$ cat config.mk
export PLATFORM = sky130hd
export DESIGN_NAME = cmh_hash
export DESIGN_NICKNAME = d
export VERILOG_FILES = /design/src/rtl/cmh_pkg.sv /design/src/rtl/cmh_hash.sv
export SDC_FILE = /design/constraint.sdc
export NUM_CORES = 1
export LEC_CHECK = 0
export ABC_AREA = 1
export BUFFER_PORTS_ARGS = -buffer_cell sky130_fd_sc_hd__buf_2
export CAP_MARGIN = 20
export CORE_AREA = 2 2 128 130
export CTS_CLUSTER_SIZE = 30
export DETAILED_ROUTE_END_ITERATION = 8
export DIE_AREA = 0 0 130 132
export PLACE_DENSITY = 0.57
export SLEW_MARGIN = 20
export SYNTH_ARGS = -nofsm -noshare
export SYNTH_HDL_FRONTEND = slang
export SYNTH_SLANG_ARGS = --single-unit
$ cat constraint.sdc
create_clock -name aclk -period 2.5 [get_ports aclk]
set_input_delay 0.375 -clock aclk [delete_from_list [all_inputs] [get_ports aclk]]
set_output_delay 0.375 -clock aclk [all_outputs]
set_load 0.03 [all_outputs]
$ cat src/rtl/cmh_pkg.sv
`timescale 1ns / 1ps
`default_nettype none
package cmh_pkg;

    localparam int NODE_CAPACITY = 1024;
    localparam int MAX_BUCKETS   = 512;
    localparam int KEY_BYTES     = 8;

    localparam int NODE_W    = $clog2(NODE_CAPACITY + 1);
    localparam int ADDR_W    = $clog2(NODE_CAPACITY);
    localparam int BKT_AW    = (MAX_BUCKETS > 1) ? $clog2(MAX_BUCKETS) : 1;
    localparam int BCNT_W    = $clog2(MAX_BUCKETS + 1);
    localparam int KCNT_W    = (KEY_BYTES > 1) ? $clog2(KEY_BYTES) : 1;
    localparam int ENTRIES_W = 11;

    localparam logic [NODE_W-1:0] NIL       = NODE_W'(NODE_CAPACITY);
    localparam logic [31:0]       HASH_SEED = 32'd5381;

    localparam logic [1:0] ST_OK   = 2'd0;
    localparam logic [1:0] ST_MISS = 2'd1;
    localparam logic [1:0] ST_FULL = 2'd2;

    typedef enum logic [1:0] {
        ACT_ADD   = 2'd0,
        ACT_GET   = 2'd1,
        ACT_TAKE  = 2'd2,
        ACT_CLEAR = 2'd3
    } action_t;

    typedef enum logic [4:0] {
        S_IDLE, S_HASH, S_DISPATCH, S_ALLOC_RD, S_ALLOC_WAIT, S_STORE,
        S_RH_HEAD, S_RH_START, S_RH_CHK, S_RH_WAIT, S_RH_LO_FIN, S_RH_HI_FIN,
        S_LINK_RD, S_LINK_START, S_TAIL_RD, S_TAIL_WAIT,
        S_FIND_START, S_FIND_CHK, S_FIND_WAIT, S_TAKE_FIX, S_TAKE_FREE, S_DONE
    } state_t;

endpackage
`default_nettype wire

$ cat src/rtl/cmh_hash.sv
`timescale 1ns / 1ps
`default_nettype none
module cmh_hash (
    input  wire logic        aclk,
    input  wire logic        aresetn,
    input  wire logic        start,
    input  wire logic [63:0] key,
    output logic             busy,
    output logic [31:0]      hash
);
    import cmh_pkg::*;

    logic [31:0]       h_reg, h_next;
    logic [63:0]       shift_reg, shift_next;
    logic [KCNT_W-1:0] cnt_reg, cnt_next;
    logic              busy_reg, busy_next;

    always_comb begin
        h_next     = h_reg;
        shift_next = shift_reg;
        cnt_next   = cnt_reg;
        busy_next  = busy_reg;
        if (start) begin
            h_next     = HASH_SEED;
            shift_next = key;
            cnt_next   = '0;
            busy_next  = 1'b1;
        end else if (busy_reg) begin
            // one byte per cycle: h = h*33 ^ byte
            h_next     = ((h_reg << 5) + h_reg) ^ {24'd0, shift_reg[7:0]};
            shift_next = shift_reg >> 8;
            cnt_next   = cnt_reg + 1'b1;
            if (cnt_reg == KCNT_W'(KEY_BYTES - 1)) begin
                busy_next = 1'b0;
            end
        end
    end

    always_ff @(posedge aclk) begin
        if (!aresetn) begin
            busy_reg <= 1'b0;
        end else begin
            busy_reg <= busy_next;
        end
        h_reg     <= h_next;
        shift_reg <= shift_next;
        cnt_reg   <= cnt_next;
    end

    assign busy = busy_reg;
    assign hash = h_reg;
endmodule
`default_nettype wire

# Word-level counts from Yosys, hierarchy flattened
# Index checks and enable logic that the tools add are counted.
# totals
regBits	100
in_bits	67
output_inout_bits	33
word_cells	14
# classes
n_addsub	2
eq_ne	1
mux	5
bitwise_logic	1
n_reduce_logical	1
# op_table
operator	n
64-bit 2-to-1 mux	2
32-bit adder	1
32-bit by 8-bit bitwise XOR with 32-bit output	1
3-bit by 1-bit adder with 3-bit output, second input constant	1
3-bit == test, second input constant	1
1-bit 2-to-1 mux	3
2-bit nonzero test	1

# Longest topological paths before layout
# depth
ltp_word	4
depth_mapped	14
depth_no_buf	14

# Worst setup path after synthesis
# No wires, ideal clock.
# synth_timing
path_kind	reg2reg
start	reg busy_reg (netlist: busy)
end	reg shift_reg[0] (enable)
setup_time_ps	419
arrival_time_ps	2253
t_required_ps	2081
setup_slack_ps	-172
stages_incl_launch_ff	5
n_path_buf	2
synth_period_minus_slack_ps	2672
path_cell_list	dfxtp_1 -> clkbuf_1 -> buf_2 -> nor2_1 -> inv_1
# synth_between
elab_chain_len	1
# synth_rtl
element	line_no	text
start: declaration	cmh_hash.sv:16	logic busy_reg, busy_next;
start signal: assignment	cmh_hash.sv:43	busy_reg <= busy_next;
2-bit nonzero test (no line)	n/a	
end signal: assignment	cmh_hash.sv:46	shift_reg <= shift_next;
end: declaration	cmh_hash.sv:14	logic [63:0] shift_reg, shift_next;
# Every way passes these cells.
# A chain may end at the register's enable or synchronous reset.

# Worst setup path in the final report
# layout_timing
start	reg h_reg[0] (netlist: hash[0])
end	reg h_reg[27] (netlist: hash[27])
# layout_between
elab_chain_len	2
# layout_rtl
element	line_no	text
start: declaration	cmh_hash.sv:13	logic [31:0] h_reg, h_next;
start signal: assignment	cmh_hash.sv:45	h_reg <= h_next;
32-bit adder	cmh_hash.sv:30	h_next = ((h_reg << 5) + h_reg) ^ {24'd0, shift_reg[7:0]};
32-bit by 8-bit bitwise XOR with 32-bit output	cmh_hash.sv:30	
# Every way passes these cells.

==> impl_metrics.ini <==
[setup_path]
path_class = register to register
cp_slowest_cell = fa_1
path_cells = ha_1, inv_1, fa_1, inv_1, nand3_1, nand3_2, nand2_1, nand2_1, nand3_1, nand4_1, nand3_1, nand2_1, inv_1
cp.required_ns = 2.76
crit_path_end_kind = register
cp_slowest_stage_delay_ns = 0.40
cp_max_fo = 4
critical_path_arrival_ns = 2.28
start_kind = register

[clock_tree]
clkLatencyLatePin_ns = 0.36
cts-hold-fix-buffers = 0
root_buffer = clkbuf_16
cts_buffers = 9
post_cts_buffers = 0
clk_pin_slew_worst_paths_ns = 0.07
clkSinkCount = 100
cts.repair.resized = 0
cts_max_level = 3
cts_tree = done
clk_path_buf_depth = 2

[sta]
fin_hold_ws_ns = 0.2357
final.setup.tns_ns = 0
rsz0062_at_grt = false
fin_skew_ns = 0.007071
hold_viol_final = 0
maxSlewHeadroom_pct = 57.95
timing.final.crit_share_pct = 80.90
tightest_slew_ns = 0.6301
fin_crit_ns = 2.023
finalSetupViolCount = 0
drv_slew = 0
max_freq_mhz = 494.4

[power_and_ir_drop]
p_leak_nw = 3.904
peakVddDrop_mv = 0.4213
power_density_nw_per_um2 = 668.7

[synth]
synth_enable_flop_cells = 64
yosysTopAreaCell = edfxtp_1
synth-async-reset-ratio_pct = 0
ys_ff_latch = 100
synth_area_um2 = 6151
synthDistinctLibCells = 29
ys.flop_type = edfxtp_1
yosysTopAreaCellShare_pct = 31.24
postSynthCellCount = 871
syn_area_per_cell_um2 = 7.062
synth-seq-area-share_pct = 42.96
ys_warn_count = 0
synth_nets = 967
synth_area_leaders = edfxtp_1 (31%), nand2_1 (22%), dfxtp_1 (12%)

[floorplan]
die_h_um = 132
start_util_pct = 39.15
rows = 46
coreArea_um2 = 15710
dieArea_um2 = 17160
die_w_um = 130
io_pins = 100

[global_routing]
antenna_found_initial = 0
grt_max_degree = 51
grt-ovfl-total = 0
grt_pass1_vias = 5225
grt.total_usage_pct = 18.96
grt_pass1_wl_mm = 25.75

[cells_and_area]
nets = 1059
largest_register_ffs = 64
stdcell_count = 1184
layout_commonest_cell = nand2_1
fin_area_um2 = 7223
area_delta_synth_final_pct = 17.43
fillers = 1672
layout_common_cells = nand2_1 (362), inv_1 (121), buf_2 (99)
drive_above_1_share_pct = 17.05
n_antenna_cell = 0

[place]
port_buffers = 99
gp_congestion = 0.9253
dp.cells = 1168
hpwlAfterDp_mm = 11.51
placed_cell_area_um2 = 6887

[worst_hold_path]
hp-class = primary input to register

[routing]
drc = 0
post_drt_via_cell_ratio = 4.524
wirelength_mm = 15.43
drt_iter0_markers = 306
final_antenna_net_count = 0
first_pass_iters = 5
vias = 5357
wire_per_inst_um = 13.03

[status]
status = complete, no violations

[run]
maxCapViolations = 0
stage by stage:
step	total power, W	utilization [%]	setup slack, ns
final	0.004830	45.97	0.4774
after global routing	0.005115	45.97	0.2897
after CTS	0.004889	45.97	0.4779
after detailed placement	0.003265	43.83	0.4868
after global placement	0.003259	43.83	0.5391
after floorplan	0.002913	-	0.2127
cell usage after synthesis (4+ instances only):
cell / n
nor2_1: 79
nor2_2: 4
nand4_1: 6
nand3_1: 46
clkbuf_1: 22
xor2_1: 7
ha_1: 28
dfxtp_1: 36
a21oi_1: 23
inv_1: 123
nor2_4: 5
nand2_1: 362
nand3_2: 4
a21o_1: 5
nand2_2: 13
xnor2_1: 5
inv_2: 8
o21ai_0: 14
edfxtp_1: 64
power by group:
part	internal (W)	switching, W	total (W)
Combinational	0.000398	0.000779	0.00118
Sequential	0.00194	0.000103	0.00205
Clock	0.000907	0.000699	0.00161
metal layers:
layer / track usage, % / wire [µm] / share of wire, %
met5: 0 / 0 / 0
met4: 4.779 / 276 / 1.8
met3: 5.763 / 851 / 5.5
met2: 30.66 / 7027 / 46
met1: 24.72 / 7270 / 47
kinds of logic (layout without fill, tap and decap cells):
group	count (synthesis)	after routing	synth area share, %
AOI/OAI and AO/OA	46	46	4.089
DFF	100	100	42.96
and+or+nand+nor	528	528	35.66
xor gates and xnor gates	12	12	1.709
adders and majority gates	29	29	6.021
buffers and inverters	156	253	9.561
area by class of cell:
cell class	count	area, µm²	share of cell area (%)
inverter	132	499.2	6.911
sequential	100	2644	36.60
multi-input combinational	615	2920	40.43
clock inverter	7	111.4	1.542
timing repair buffer	105	553.0	7.656
clock buffer	9	225.2	3.118
tap	216	270.3	3.742
worst max-delay path: cells and delay by family (launching register included):
kind	cells	cell delay (ns)
and+or+nand+nor	8	0.75
adders and majority gates	2	0.62
buffers and inverters	3	0.20
DFF	1	0.38
worst paths after layout:
path	from	end	slack, ns	cells past startpoint
worst max register to register	hash[0]	hash[27]	0.48	13
worst min register to register	shift_reg[18]	shift_reg[10]	0.51	2
worst max-delay path	hash[0]	hash[27]	0.48	13
worst min-delay path	aresetn	busy	0.24	3
Note: power is estimated with default switching activity, not from simulation.
