--- config.mk ---
export PLATFORM = sky130hd
export DESIGN_NAME = cmh_ram
export DESIGN_NICKNAME = d
export VERILOG_FILES = /design/src/rtl/cmh_ram.sv
export SDC_FILE = /design/constraint.sdc
export NUM_CORES = 1
export LEC_CHECK = 0
export ABC_AREA = 1
export BUFFER_PORTS_ARGS = -buffer_cell sky130_fd_sc_hd__buf_2
export CAP_MARGIN = 20
export CORE_ASPECT_RATIO = 0.75
export CORE_UTILIZATION = 39
export CTS_CLUSTER_DIAMETER = 200
export DETAILED_ROUTE_END_ITERATION = 16
export HOLD_SLACK_MARGIN = 0.08
export SLEW_MARGIN = 25
export SYNTH_ARGS = -nofsm -noshare
export SYNTH_HDL_FRONTEND = slang
export SYNTH_SLANG_ARGS = --single-unit
--- constraint.sdc ---
create_clock -name aclk -period 1.9 [get_ports aclk]
set_clock_uncertainty 0.1 [all_clocks]
set_input_delay 0.19 -clock aclk [delete_from_list [all_inputs] [get_ports aclk]]
set_output_delay 0.19 -clock aclk [all_outputs]
set_load 0.05 [all_outputs]
--- src/rtl/cmh_ram.sv ---
`timescale 1ns / 1ps
`default_nettype none
module cmh_ram #(
    parameter int WIDTH = 8,
    parameter int DEPTH = 16,
    parameter int AW    = (DEPTH > 1) ? $clog2(DEPTH) : 1
) (
    input  wire logic             aclk,
    input  wire logic             we,
    input  wire logic [AW-1:0]    waddr,
    input  wire logic [WIDTH-1:0] wdata,
    input  wire logic [AW-1:0]    raddr,
    output logic      [WIDTH-1:0] rdata
);
    logic [WIDTH-1:0] mem [DEPTH];

    always_ff @(posedge aclk) begin
        if (we) begin
            mem[waddr] <= wdata;
        end
        rdata <= mem[raddr];
    end
endmodule
`default_nettype wire

Word-level counts from Yosys, hierarchy flattened:

Memories as Yosys holds them, arrays and structs flattened. A register that Yosys moved wholly into a read port is not among the register bits.
Cells that the tools add are included.

* bits in registers: 0
* bits in writable memories: 128
* bits of input ports: 18
* output and inout port bits: 8
* memories kept: 1

* mux-type cells: 2

Memory list
* mem: depth 16, width 8, read ports 1, clocked after Yosys merged registers in 1, wr ports 1, RTL line 15 `logic [WIDTH-1:0] mem [DEPTH];`

Operators by type and width (number)
* $mux 1: 2

Depth between registers and ports, before layout:

Gate-level depths: netlist of run 1.

* word-level depth: 2
* gate-level depth with buffers: 8

Worst setup path after synthesis of run 1:

Ideal clock, no wire load.

* path kind: input to register
* from: input port waddr[2]
* to: memory mem[10][0] (enable)
* setup time: 370 ps
* arrival: 771 ps
* setup slack: 659 ps
* cell stages on the path: 2
* path through: nand3b_1 -> nor2_1

RTL lines
* start: declaration: RTL line 10 `input wire logic [AW-1:0] waddr,`
* end: declaration: RTL line 15

No word-level cell before the write port.

Worst setup path in the final report of run 1:

* from: register rdata[4], read port of mem
* to: output port rdata[4]

RTL lines
* start: declaration: RTL line 13 `output logic [WIDTH-1:0] rdata`

No word-level cell between the ends.

==> results of run 1 <==
==> routing by layer <==
layer	GRT usage, %	wire [um]	vias up
met4	6.84	223	0
met1	27.7	6330	1833
met2	29.8	6010	148
met5	0	0	-
met3	4.49	848	20
li1	-	-	1851
==> cells in the mapped netlist <==
cell type	instances	area share [%]
nand3_1	97	8.4
buf_2	13	1.1
nor2_1	17	1.1
dfxtp_1	8	2.8
buf_1	1	0.065
nand3b_1	2	0.26
buf_4	4	0.52
edfxtp_1	128	67
nand2_1	173	11
inv_2	2	0.13
inv_1	100	6.5
buf_6	6	1.2
==> registers in the layout, indices dropped and copies added, names as in the netlist <==
signal  cells
mem       128
rdata       8
==> final timing paths <==
| check | from | end | slack [ns] |
|---|---|---|---|
| worst min-delay path | wdata[5] | mem[2][5]$_DFFE_PP_ | 0.10 |
| worst max register to register | mem[5][0]$_DFFE_PP_ | rdata[0]$_DFF_P_ | 0.71 |
| worst max-delay path | rdata[4]$_DFF_P_ | rdata[4] | 0.51 |
| worst min register to register | mem[12][5]$_DFFE_PP_ | rdata[5]$_DFF_P_ | 0.56 |
==> cell type report <==
type / instances / area [um^2] / share of cell area [%]
flip-flops and latches: 136 / 4000 / 59.7
inverters: 102 / 383 / 5.71
repair buffers: 45 / 303 / 4.52
multi-input cells: 289 / 1210 / 18.1
clock buffers: 22 / 444 / 6.63
well taps: 200 / 250 / 3.73
clock inverters: 10 / 104 / 1.55
==> stage by stage <==
step,setup WS (ns),area (um^2),cells,utilization [%],power [uW]
global placement,0.420,6140,771,42.5,3910
CTS,0.529,6700,804,46.4,6990
detailed placement,0.362,6140,771,42.5,3910
floorplan,0.659,5770,551,-,3740
global route,0.489,6700,804,46.4,7170
finish,0.505,6700,804,46.4,6950
==> kinds of logic after synthesis <==
kind of cell | count (synthesis)
simple gates | 289
flops | 136
buf+inv | 126
==> power groups by stage <==
stage | Clock [uW] | Combinational, uW | Sequential, uW
floorplan | 0 | 237 | 3500
global placement | 0 | 468 | 3440
detailed placement | 0 | 474 | 3440
CTS | 3130 | 479 | 3380
global route | 3260 | 529 | 3380
finish | 3100 | 477 | 3380
==> summary.md, run 1 <==
| Metric | Value |
|---|---|
| Hold-fix buffers, CTS | 1 |
| Grt ovf | 0 |
| Via/cell ratio | 4.79 |
| FF-to-FF path depth | 6 |
| RSZ-0062 raised after global routing | no |
| Commonest non-fill, non-tap cell in the layout | nand2_1 |
| Routed Antenna Nets | 0 |
| Worst VDD drop | 0.000713 V |
| H-tree lvl count | 4 |
| Hpwl dp | 8270 um |
| Core area | 14500 um^2 |
| FF+latch count, synth | 136 |
| Int Pwr | 5390 uW |
| Top Ports | 26 |
| Clock power frac | 44.6% |
| CP bufs+invs | 1 |
| Cell variety after synth | 12 |
| CTS buffer count | 17 |
| CTS root buf | clkbuf_16 |
| Vias in the first global route | 3820 |
| Worst path top cell family by delay | flip-flops |
| Power Density | 1040 nW/um^2 |
| Clock sink total | 136 |
| Number of port buffers | 25 |
| Largest net degree at the start of global routing | 65 |
| Clock transition at path regs | 0.06 ns |
| Fin crit share | 73.4% |
| Compound-Gate Fraction of Synth Area | 0% |
| Worst-Margin Slew | 0.666 ns |
| # diodes | 0 |
| Final min period | 1.39 ns |
| Final Hold Fails | 0 |
| DRT Pass-1 Iters | 5 |
| P_sw | 1560 uW |
| Post-Synth XOR/XNOR Area | 0% |
| First-pass GRT wire length | 21500 um |
| Max clock buf depth | 2 |
| Row count | 38 |
| Vias | 3852 |
| Worst path required time | 1.61 ns |
| Filler cells | 1366 |
| Die Span X | 142 um |
| Max FO, Critical Path | 1 |
| Status | finished clean |
| Switching share of total power | 22.5% |
| Syn avg cell area | 10.5 um^2 |
| Net Count, Synth | 569 |
| Min Hold Slack | 0.101 ns |
| Max capacitance violation total | 0 |
| Remaining DRCs | 0 |
| CTS tree | built |
| GR Util All Layers | 19.7% |
| Largest family of logic cells by synthesized area | simple AND/OR/NAND/NOR gates |
| Worst skew pair latency | 0.41 ns |
| Effective utilization at floorplan | 39.9% |
| CTS resizes | 0 |
| Leakage power | 0.00290 uW |
| WL per Instance | 16.7 um |
| CP Capture Type | output pin |
| Initial antenna violation count | 0 |
| Multiplexer share of the synthesized area | 0% |
| CP max stage delay | 0.40 ns |
| Max Fclk | 717 MHz |
| Critical Path Stages | 1 |
| Die H | 107 um |
| DRT Wirelength | 13400 um |
| Worst Hold Class | in2reg |
| CP max-delay cell | dfxtp_1 |
| 1st-iter DRT viols | 416 |
| Final Max Tran Viols | 0 |
| Total die area | 15300 um^2 |
| Layout cells sized above 1 | 11.8% |
| Flop pwr share | 48.6% |
| Synth Area in Adders | 0% |
| # nets final | 609 |
| Post-CTS Setup Inserts | 0 |
| Hold Crit Depth | 1 |
| Worst EP arrival | 1.10 ns |
| Seq/Total Area, Yosys | 69.4% |
| Routability Congestion | 0.835 |
| Slew HR | 55.4% |
| CP Class | reg2out |
| Element type at the critical path start | flop |
| Logic pwr share | 6.9% |
| Area of the mapped netlist | 5770 um^2 |
| Final setup TNS | 0 ns |
| Commonest cells after routing, fill and taps aside | nand2_1 (173), edfxtp_1 (128), inv_1 (100), nand3_1 (97), buf_2 (25) |
| Synth Area in Simple Gates | 21.0% |
| Area growth, synth to finish | 16.2% |
| Synth warn | 0 |
| CP Cell Sequence | buf_2 |
| Syn Inst Count | 551 |
| Final Setup Violations | 0 |
(Power assumes the default switching activity.)
==> run 2: changes to the inputs <==
==> constraint.sdc (replaced) <==
create_clock -name aclk -period 1.16 [get_ports aclk]
set_clock_uncertainty 0.1 [all_clocks]
set_input_delay 0.116 -clock aclk [delete_from_list [all_inputs] [get_ports aclk]]
set_output_delay 0.116 -clock aclk [all_outputs]
set_load 0.05 [all_outputs]
==> summary.md, run 2 (synthesized netlist as in run 1, its figures left out) <==
| Metric | Value |
|---|---|
| Status | finished, violations left (was finished clean) |
| CTS buffer count | 17 (unchanged) |
| DRT Pass-1 Iters | 5 (unchanged) |
| Worst skew pair latency | 0.41 ns (about the same) |
| Remaining DRCs | 0 (unchanged) |
| Final Max Tran Viols | 0 (unchanged) |
| Post-CTS Setup Inserts | 0 (unchanged) |
| Max capacitance violation total | 0 (unchanged) |
| Max reg flops | 128 (unchanged) |
| Flop pwr share | 44.7% (was 48.6%) |
| Clock transition at path regs | 0.06 ns (about the same) |
| Routed Antenna Nets | 0 (unchanged) |
| Commonest cells after routing, fill and taps aside | nand2_1 (173), edfxtp_1 (128), inv_1 (99), nand3_1 (91), buf_4 (29) (was nand2_1 (173), edfxtp_1 (128), inv_1 (100), nand3_1 (97), buf_2 (25)) |
| # diodes | 0 (unchanged) |
| CP max stage delay | 0.53 ns (was 0.40 ns) |
| Grt ovf | 0 (unchanged) |
| Vias | 3920 (was 3852) |
| Switching share of total power | 20.9% (was 22.5%) |
| Worst VDD drop | 0.00136 V (was 0.000713 V) |
| Final Setup Violations | 1 (was 0) |
| Number of port buffers | 25 (unchanged) |
| Hpwl dp | 8240 um (was 8270 um) |
| Total die area | 15300 um^2 (unchanged) |
| Worst Hold Class | in2reg (unchanged) |
| CP Class | in2reg (was reg2out) |
| Vias in the first global route | 3809 (was 3820) |
| Row count | 38 (unchanged) |
| Area growth, synth to finish | 22.7% (was 16.2%) |
| CP Capture Type | flop (was output pin) |
| Worst path required time | 1.36 ns (was 1.61 ns) |
| Via/cell ratio | 4.77 (was 4.79) |
| Largest regs | mem (128), rdata (8) (unchanged) |
| CP Cell Sequence | dlygate4sd3_1 -> buf_2 -> clkinvlp_4 -> nand3_1 -> nand2_1 (was buf_2) |
| Filler cells | 1271 (was 1366) |
| H-tree lvl count | 4 (unchanged) |
| # nets final | 627 (was 609) |
| DRT Wirelength | 13300 um (was 13400 um) |
| Largest Register | mem (unchanged) |
| CP max-delay cell | dlygate4sd3_1 (was dfxtp_1) |
| RSZ-0062 raised after global routing | yes (was no) |
| Worst-Margin Slew | 0.424 ns (was 0.666 ns) |
| Leakage power | 0.00305 uW (was 0.00290 uW) |
| CTS tree | built (unchanged) |
| Die H | 107 um (unchanged) |
| Final Hold Fails | 0 (unchanged) |
| GR Util All Layers | 18.6% (was 19.7%) |
| Final instance area | 7080 um^2 (was 6700 um^2) |
| Max clock buf depth | 2 (unchanged) |
| Max Fclk | 855 MHz |
| Placed Area | 6260 um^2 (was 6140 um^2) |
| Effective utilization at floorplan | 39.9% (unchanged) |
| Max FO, Critical Path | 8 (was 1) |
| Largest net degree at the start of global routing | 54 (was 65) |
| Top Ports | 26 (unchanged) |
| Clock sink total | 136 (unchanged) |
| WL per Instance | 16.2 um (was 16.7 um) |
| Commonest non-fill, non-tap cell in the layout | nand2_1 (unchanged) |
| Die Span X | 142 um (unchanged) |
| Slew HR | 71.7% (was 55.4%) |
| Util after Layout | 49.0% (was 46.4%) |
| Worst EP arrival | 1.37 ns (was 1.10 ns) |
| Clock power frac | 48.1% (was 44.6%) |
| Routability Congestion | 0.852 (was 0.835) |
| Total power | 12400 uW (was 6950 uW) |
| Element type at the critical path start | primary input (was flop) |
| 1st-iter DRT viols | 230 (was 416) |
| Power Density | 1750 nW/um^2 (was 1040 nW/um^2) |
| PnR worst setup slack | -0.0102 ns (was 0.505 ns) |
| Fin crit share | 101% |
| Final min period | 1.17 ns |
| First-pass GRT wire length | 20300 um (was 21500 um) |
| Failing checks | setup timing |
| Core area | 14500 um^2 (unchanged) |
| P_sw | 2590 uW (was 1560 uW) |
| Logic pwr share | 7.2% (was 6.9%) |
| Initial antenna violation count | 1 (was 0) |
| Int Pwr | 9800 uW (was 5390 uW) |
| Layout cells sized above 1 | 15.1% (was 11.8%) |
| CTS root buf | clkbuf_16 (unchanged) |
-- run 2: changes by cell type in the layout (fill, tap and decap cells not counted), sizes merged, moves of 3 or more --
cell	previous run	this run
buf	44	54
bufinv	2	6
clkbuf	22	19
clkinv	7	3
clkinvlp	1	4
dlygate4sd3	1	9
-- run 2: worst max-delay path, delay by kind of cell --
family | cells | cell delay (ns)
buffers and inverters | 3 | 0.94
AND/OR/NAND/NOR | 2 | 0.31
-- run 2: worst paths after layout --
path / from / endpoint / slack, ns / depth (start not counted)
min reg2reg: mem[3][6]$_DFFE_PP_ / rdata[6]$_DFF_P_ / 0.57 / 6
min: raddr[2] / rdata[5]$_DFF_P_ / 0.12 / 5
max: raddr[3] / rdata[1]$_DFF_P_ / -0.01 / 5
max reg2reg: mem[7][7]$_DFFE_PP_ / rdata[7]$_DFF_P_ / 0.06 / 6
-- run 2: final cells by class --
type,count,area [um^2],area share (%)
Tap cell,200,250,3.54
Multi-Input combinational cell,289,1240,17.6
Timing Repair Buffer,63,531,7.50
Clock buffer,19,433,6.12
Inverter,102,387,5.46
Clock inverter,12,225,3.18
Sequential cell,136,4010,56.6
-- run 2: timing repair --
action	4_1_cts	5_1_grt
hold buffers	9	0
setup endpoints to repair	8	9
endpoints found under the hold margin	133	0
pin swaps	0	2
gates resized for setup	14	8
-- run 2: routing by layer --
layer  GRT usage, %  vias up  routed length, um
met3           3.78       13               1040
met4           5.68        0                139
met5              0        -                  0
li1               -     1890                  -
met2           30.0      143               6140
met1           25.3     1874               5950
-- run 2: power groups by stage --
stage / clock, uW / combinational [uW] / sequential (uW)
finish: 5960 / 888 / 5540
floorplan: 0 / 388 / 5740
detailed placement: 0 / 816 / 5630
global placement: 0 / 804 / 5630
CTS: 6030 / 873 / 5540
global route: 6210 / 964 / 5540
-- run 2: per-stage QoR --
stage	setup slack, ns	TNS, ns	hold WS, ns	instances
4_1_cts	0.00380	0	0.114	821
6_report	-0.0102	-0.0102	0.121	821
5_1_grt	-0.0296	-0.0807	0.150	821
3_3_place_gp	-0.147	-2.69	0.401	781
2_1_floorplan	-0.00684	-0.438	0.115	551
3_5_place_dp	-0.142	-4.40	0.400	781
==> run 3: changes to the inputs <==
--- a/config.mk
+++ b/config.mk
@@ -10,6 +10,7 @@
 export CAP_MARGIN = 20
 export CORE_ASPECT_RATIO = 0.75
 export CORE_UTILIZATION = 39
+export CTS_BUF_LIST = sky130_fd_sc_hd__clkbuf_4
 export CTS_CLUSTER_DIAMETER = 200
 export DETAILED_ROUTE_END_ITERATION = 16
 export HOLD_SLACK_MARGIN = 0.08
==> constraint.sdc (replaced) <==
create_clock -name aclk -period 1.3 [get_ports aclk]
set_clock_uncertainty 0.1 [all_clocks]
set_input_delay 0.13 -clock aclk [delete_from_list [all_inputs] [get_ports aclk]]
set_output_delay 0.13 -clock aclk [all_outputs]
set_load 0.05 [all_outputs]
==> summary.md, run 3 (synthesized netlist as in run 1, its figures left out) <==
| Metric | Value |
|---|---|
| WL per Instance | 15.8 um (was 16.2 um) |
| Total die area | 15300 um^2 (unchanged) |
| Worst R2R Start | mem[7][3]$_DFFE_PP_ (was mem[7][7]$_DFFE_PP_) |
| Final Instance Count excl. Fillers | 822 (was 821) |
| Flop pwr share | 56.2% (was 44.7%) |
| Commonest cells after routing, fill and taps aside | nand2_1 (173), edfxtp_1 (128), inv_1 (100), nand3_1 (97), buf_4 (23) (was nand2_1 (173), edfxtp_1 (128), inv_1 (99), nand3_1 (91), buf_4 (29)) |
| CP Class | reg2out (was in2reg) |
| DRT Wirelength | 13000 um (was 13300 um) |
| Final Max Tran Viols | 0 (unchanged) |
| Util after Layout | 46.7% (was 49.0%) |
| Largest net degree at the start of global routing | 54 (unchanged) |
| Final Hold Fails | 0 (unchanged) |
| PnR worst setup slack | 0.0107 ns (was -0.0102 ns) |
| Initial antenna violation count | 0 (was 1) |
| Min Hold Slack | 0.128 ns (was 0.121 ns) |
| Die H | 107 um (unchanged) |
| Vias | 3917 (was 3920) |
| Final Setup Violations | 0 (was 1) |
| Area growth, synth to finish | 17.1% (was 22.7%) |
| CP Capture Type | output pin (was flop) |
| Max capacitance violation total | 0 (unchanged) |
| Largest regs | mem (128), rdata (8) (unchanged) |
| DRT Pass-1 Iters | 4 (was 5) |
| CTS tree | built (unchanged) |
| P_sw | 2000 uW (was 2590 uW) |
| Commonest non-fill, non-tap cell in the layout | nand2_1 (unchanged) |
| Hold path start | raddr[1] (was raddr[2]) |
| Element type at the critical path start | flop (was primary input) |
| Dpl ws | -0.00756 ns (was -0.142 ns) |
| H-tree lvl count | 4 (unchanged) |
| Switching share of total power | 22.8% (was 20.9%) |
| Leakage power | 0.00292 uW (was 0.00305 uW) |
| Number of port buffers | 25 (unchanged) |
| Filler cells | 1368 (was 1271) |
| First-pass GRT wire length | 20100 um (was 20300 um) |
| Routed Antenna Nets | 0 (unchanged) |
| Worst Hold Class | in2reg (unchanged) |
| Routability Congestion | 0.885 (was 0.852) |
| Worst skew pair latency | 0.54 ns (was 0.41 ns) |
| Power Density | 1300 nW/um^2 (was 1750 nW/um^2) |
| Layout cells sized above 1 | 15.0% (was 15.1%) |
| Core area | 14500 um^2 (unchanged) |
| Logic pwr share | 9.1% (was 7.2%) |
| Worst EP arrival | 1.06 ns (was 1.37 ns) |
| Effective utilization at floorplan | 39.9% (unchanged) |
| CTS root buf | clkbuf_4 (was clkbuf_16) |
| Hpwl dp | 8330 um (was 8240 um) |
| RSZ-0062 raised after global routing | yes (unchanged) |
| CP max stage delay | 0.39 ns (was 0.53 ns) |
| Via/cell ratio | 4.77 (about the same) |
| Fin crit share | 99.2% |
| Int Pwr | 6790 uW (was 9800 uW) |
| Max reg flops | 128 (unchanged) |
| # diodes | 0 (unchanged) |
| Remaining DRCs | 0 (unchanged) |
| Worst VDD drop | 0.000749 V (was 0.00136 V) |
| Vias in the first global route | 3799 (was 3809) |
| CP max-delay cell | dfxtp_4 (was dlygate4sd3_1) |
| Max FO, Critical Path | 1 (was 8) |
| Crit path launch | rdata[4]$_DFF_P_ (was raddr[3]) |
| Status | finished clean (was finished, violations left) |
| Worst path required time | 1.07 ns (was 1.36 ns) |
| Final setup TNS | 0 ns (was -0.0102 ns) |
| Worst-Margin Slew | 0.377 ns (was 0.424 ns) |
| Worst path top cell family by delay | flip-flops (was buffers and inverters) |
| CP Cell Sequence | buf_8 (was dlygate4sd3_1 -> buf_2 -> clkinvlp_4 -> nand3_1 -> nand2_1) |
| GR Util All Layers | 18.5% (was 18.6%) |
| Slew HR | 74.8% (was 71.7%) |
| CP bufs+invs | 1 (was 3) |
| Max clock buf depth | 2 (unchanged) |
| Placed cells | 780 (was 781) |
| CTS buffer count | 17 (unchanged) |
| Largest Register | mem (unchanged) |
| Clock sink total | 136 (unchanged) |
| 1st-iter DRT viols | 339 (was 230) |
| Clock transition at path regs | 0.11 ns (was 0.06 ns) |
| Max Fclk | 776 MHz |
| # nets final | 627 (unchanged) |
| Row count | 38 (unchanged) |
| Grt ovf | 0 (unchanged) |
| Final min period | 1.29 ns |
| Die Span X | 142 um (unchanged) |
| Top Ports | 26 (unchanged) |
| Clock power frac | 34.7% (was 48.1%) |
run 3: cell types whose count changed in the layout (fill, tap and decap cells not counted), moves of 4 or more:
| cell | previous run | this run |
|---|---|---|
| clkbuf_4 | 0 | 22 |
| nand3_1 | 91 | 97 |
| dfxtp_1 | 6 | 0 |
| clkbuf_16 | 17 | 0 |
| dfxtp_2 | 1 | 6 |
| nand3_2 | 6 | 0 |
| buf_4 | 29 | 23 |
| buf_8 | 1 | 5 |
run 3: per-layer routing:
layer  global-route usage, %  up-vias  share of wire [%]
met2                    29.3      114                 47
li1                        -     1890                  -
met1                    25.1     1894                 47
met5                       0        -                  0
met3                    3.69       19                5.5
met4                    6.99        0                1.4
run 3: layout make-up:
class / instances / area [um^2] / area share (%)
inverter: 102 / 383 / 5.67
multi-input combinational: 289 / 1210 / 18.0
tap: 200 / 250 / 3.71
clock inverter: 10 / 153 / 2.26
sequential: 136 / 4020 / 59.5
timing repair buffer: 63 / 567 / 8.40
clock buffer: 22 / 165 / 2.45
run 3: worst reg2reg max path, stage by stage, from the launching register on:
cell and delay, ns:
edfxtp_1 0.38, inv_1 0.06, nand2_1 0.04, nand3_1 0.09, nand3_1 0.10, nand3_1 0.19
nand2_1 0.10
run 3: final timing paths:
check                      to  slack [ns]  cells past startpoint
min          rdata[7]$_DFF_P_        0.13                      6
max                  rdata[4]        0.01                      1
max reg2reg  rdata[3]$_DFF_P_        0.14                      6
min reg2reg  rdata[6]$_DFF_P_        0.58                      6
run 3: timing repair:
action / in CTS / in global routing
endpoints found under the hold margin: 136 / 0
hold buffers: 10 / 0
setup endpoints to repair: 8 / 8
resized for setup: 24 / 7
setup buffers: 0 / 0
run 3: power groups by stage:
stage	sequential (uW)	clock, uW	combinational, uW
after global routing	4950	3280	867
after CTS	4940	3130	790
after floorplan	5120	0	346
after global placement	5020	0	712
after detailed placement	5030	0	724
final	4940	3050	797
run 3: through the flow:
stage / instance area, um^2 / power [uW]
after floorplan: 5770 / 5460
after global placement: 6250 / 5730
after detailed placement: 6250 / 5750
after CTS: 6730 / 8850
after global routing: 6750 / 9100
final: 6750 / 8790
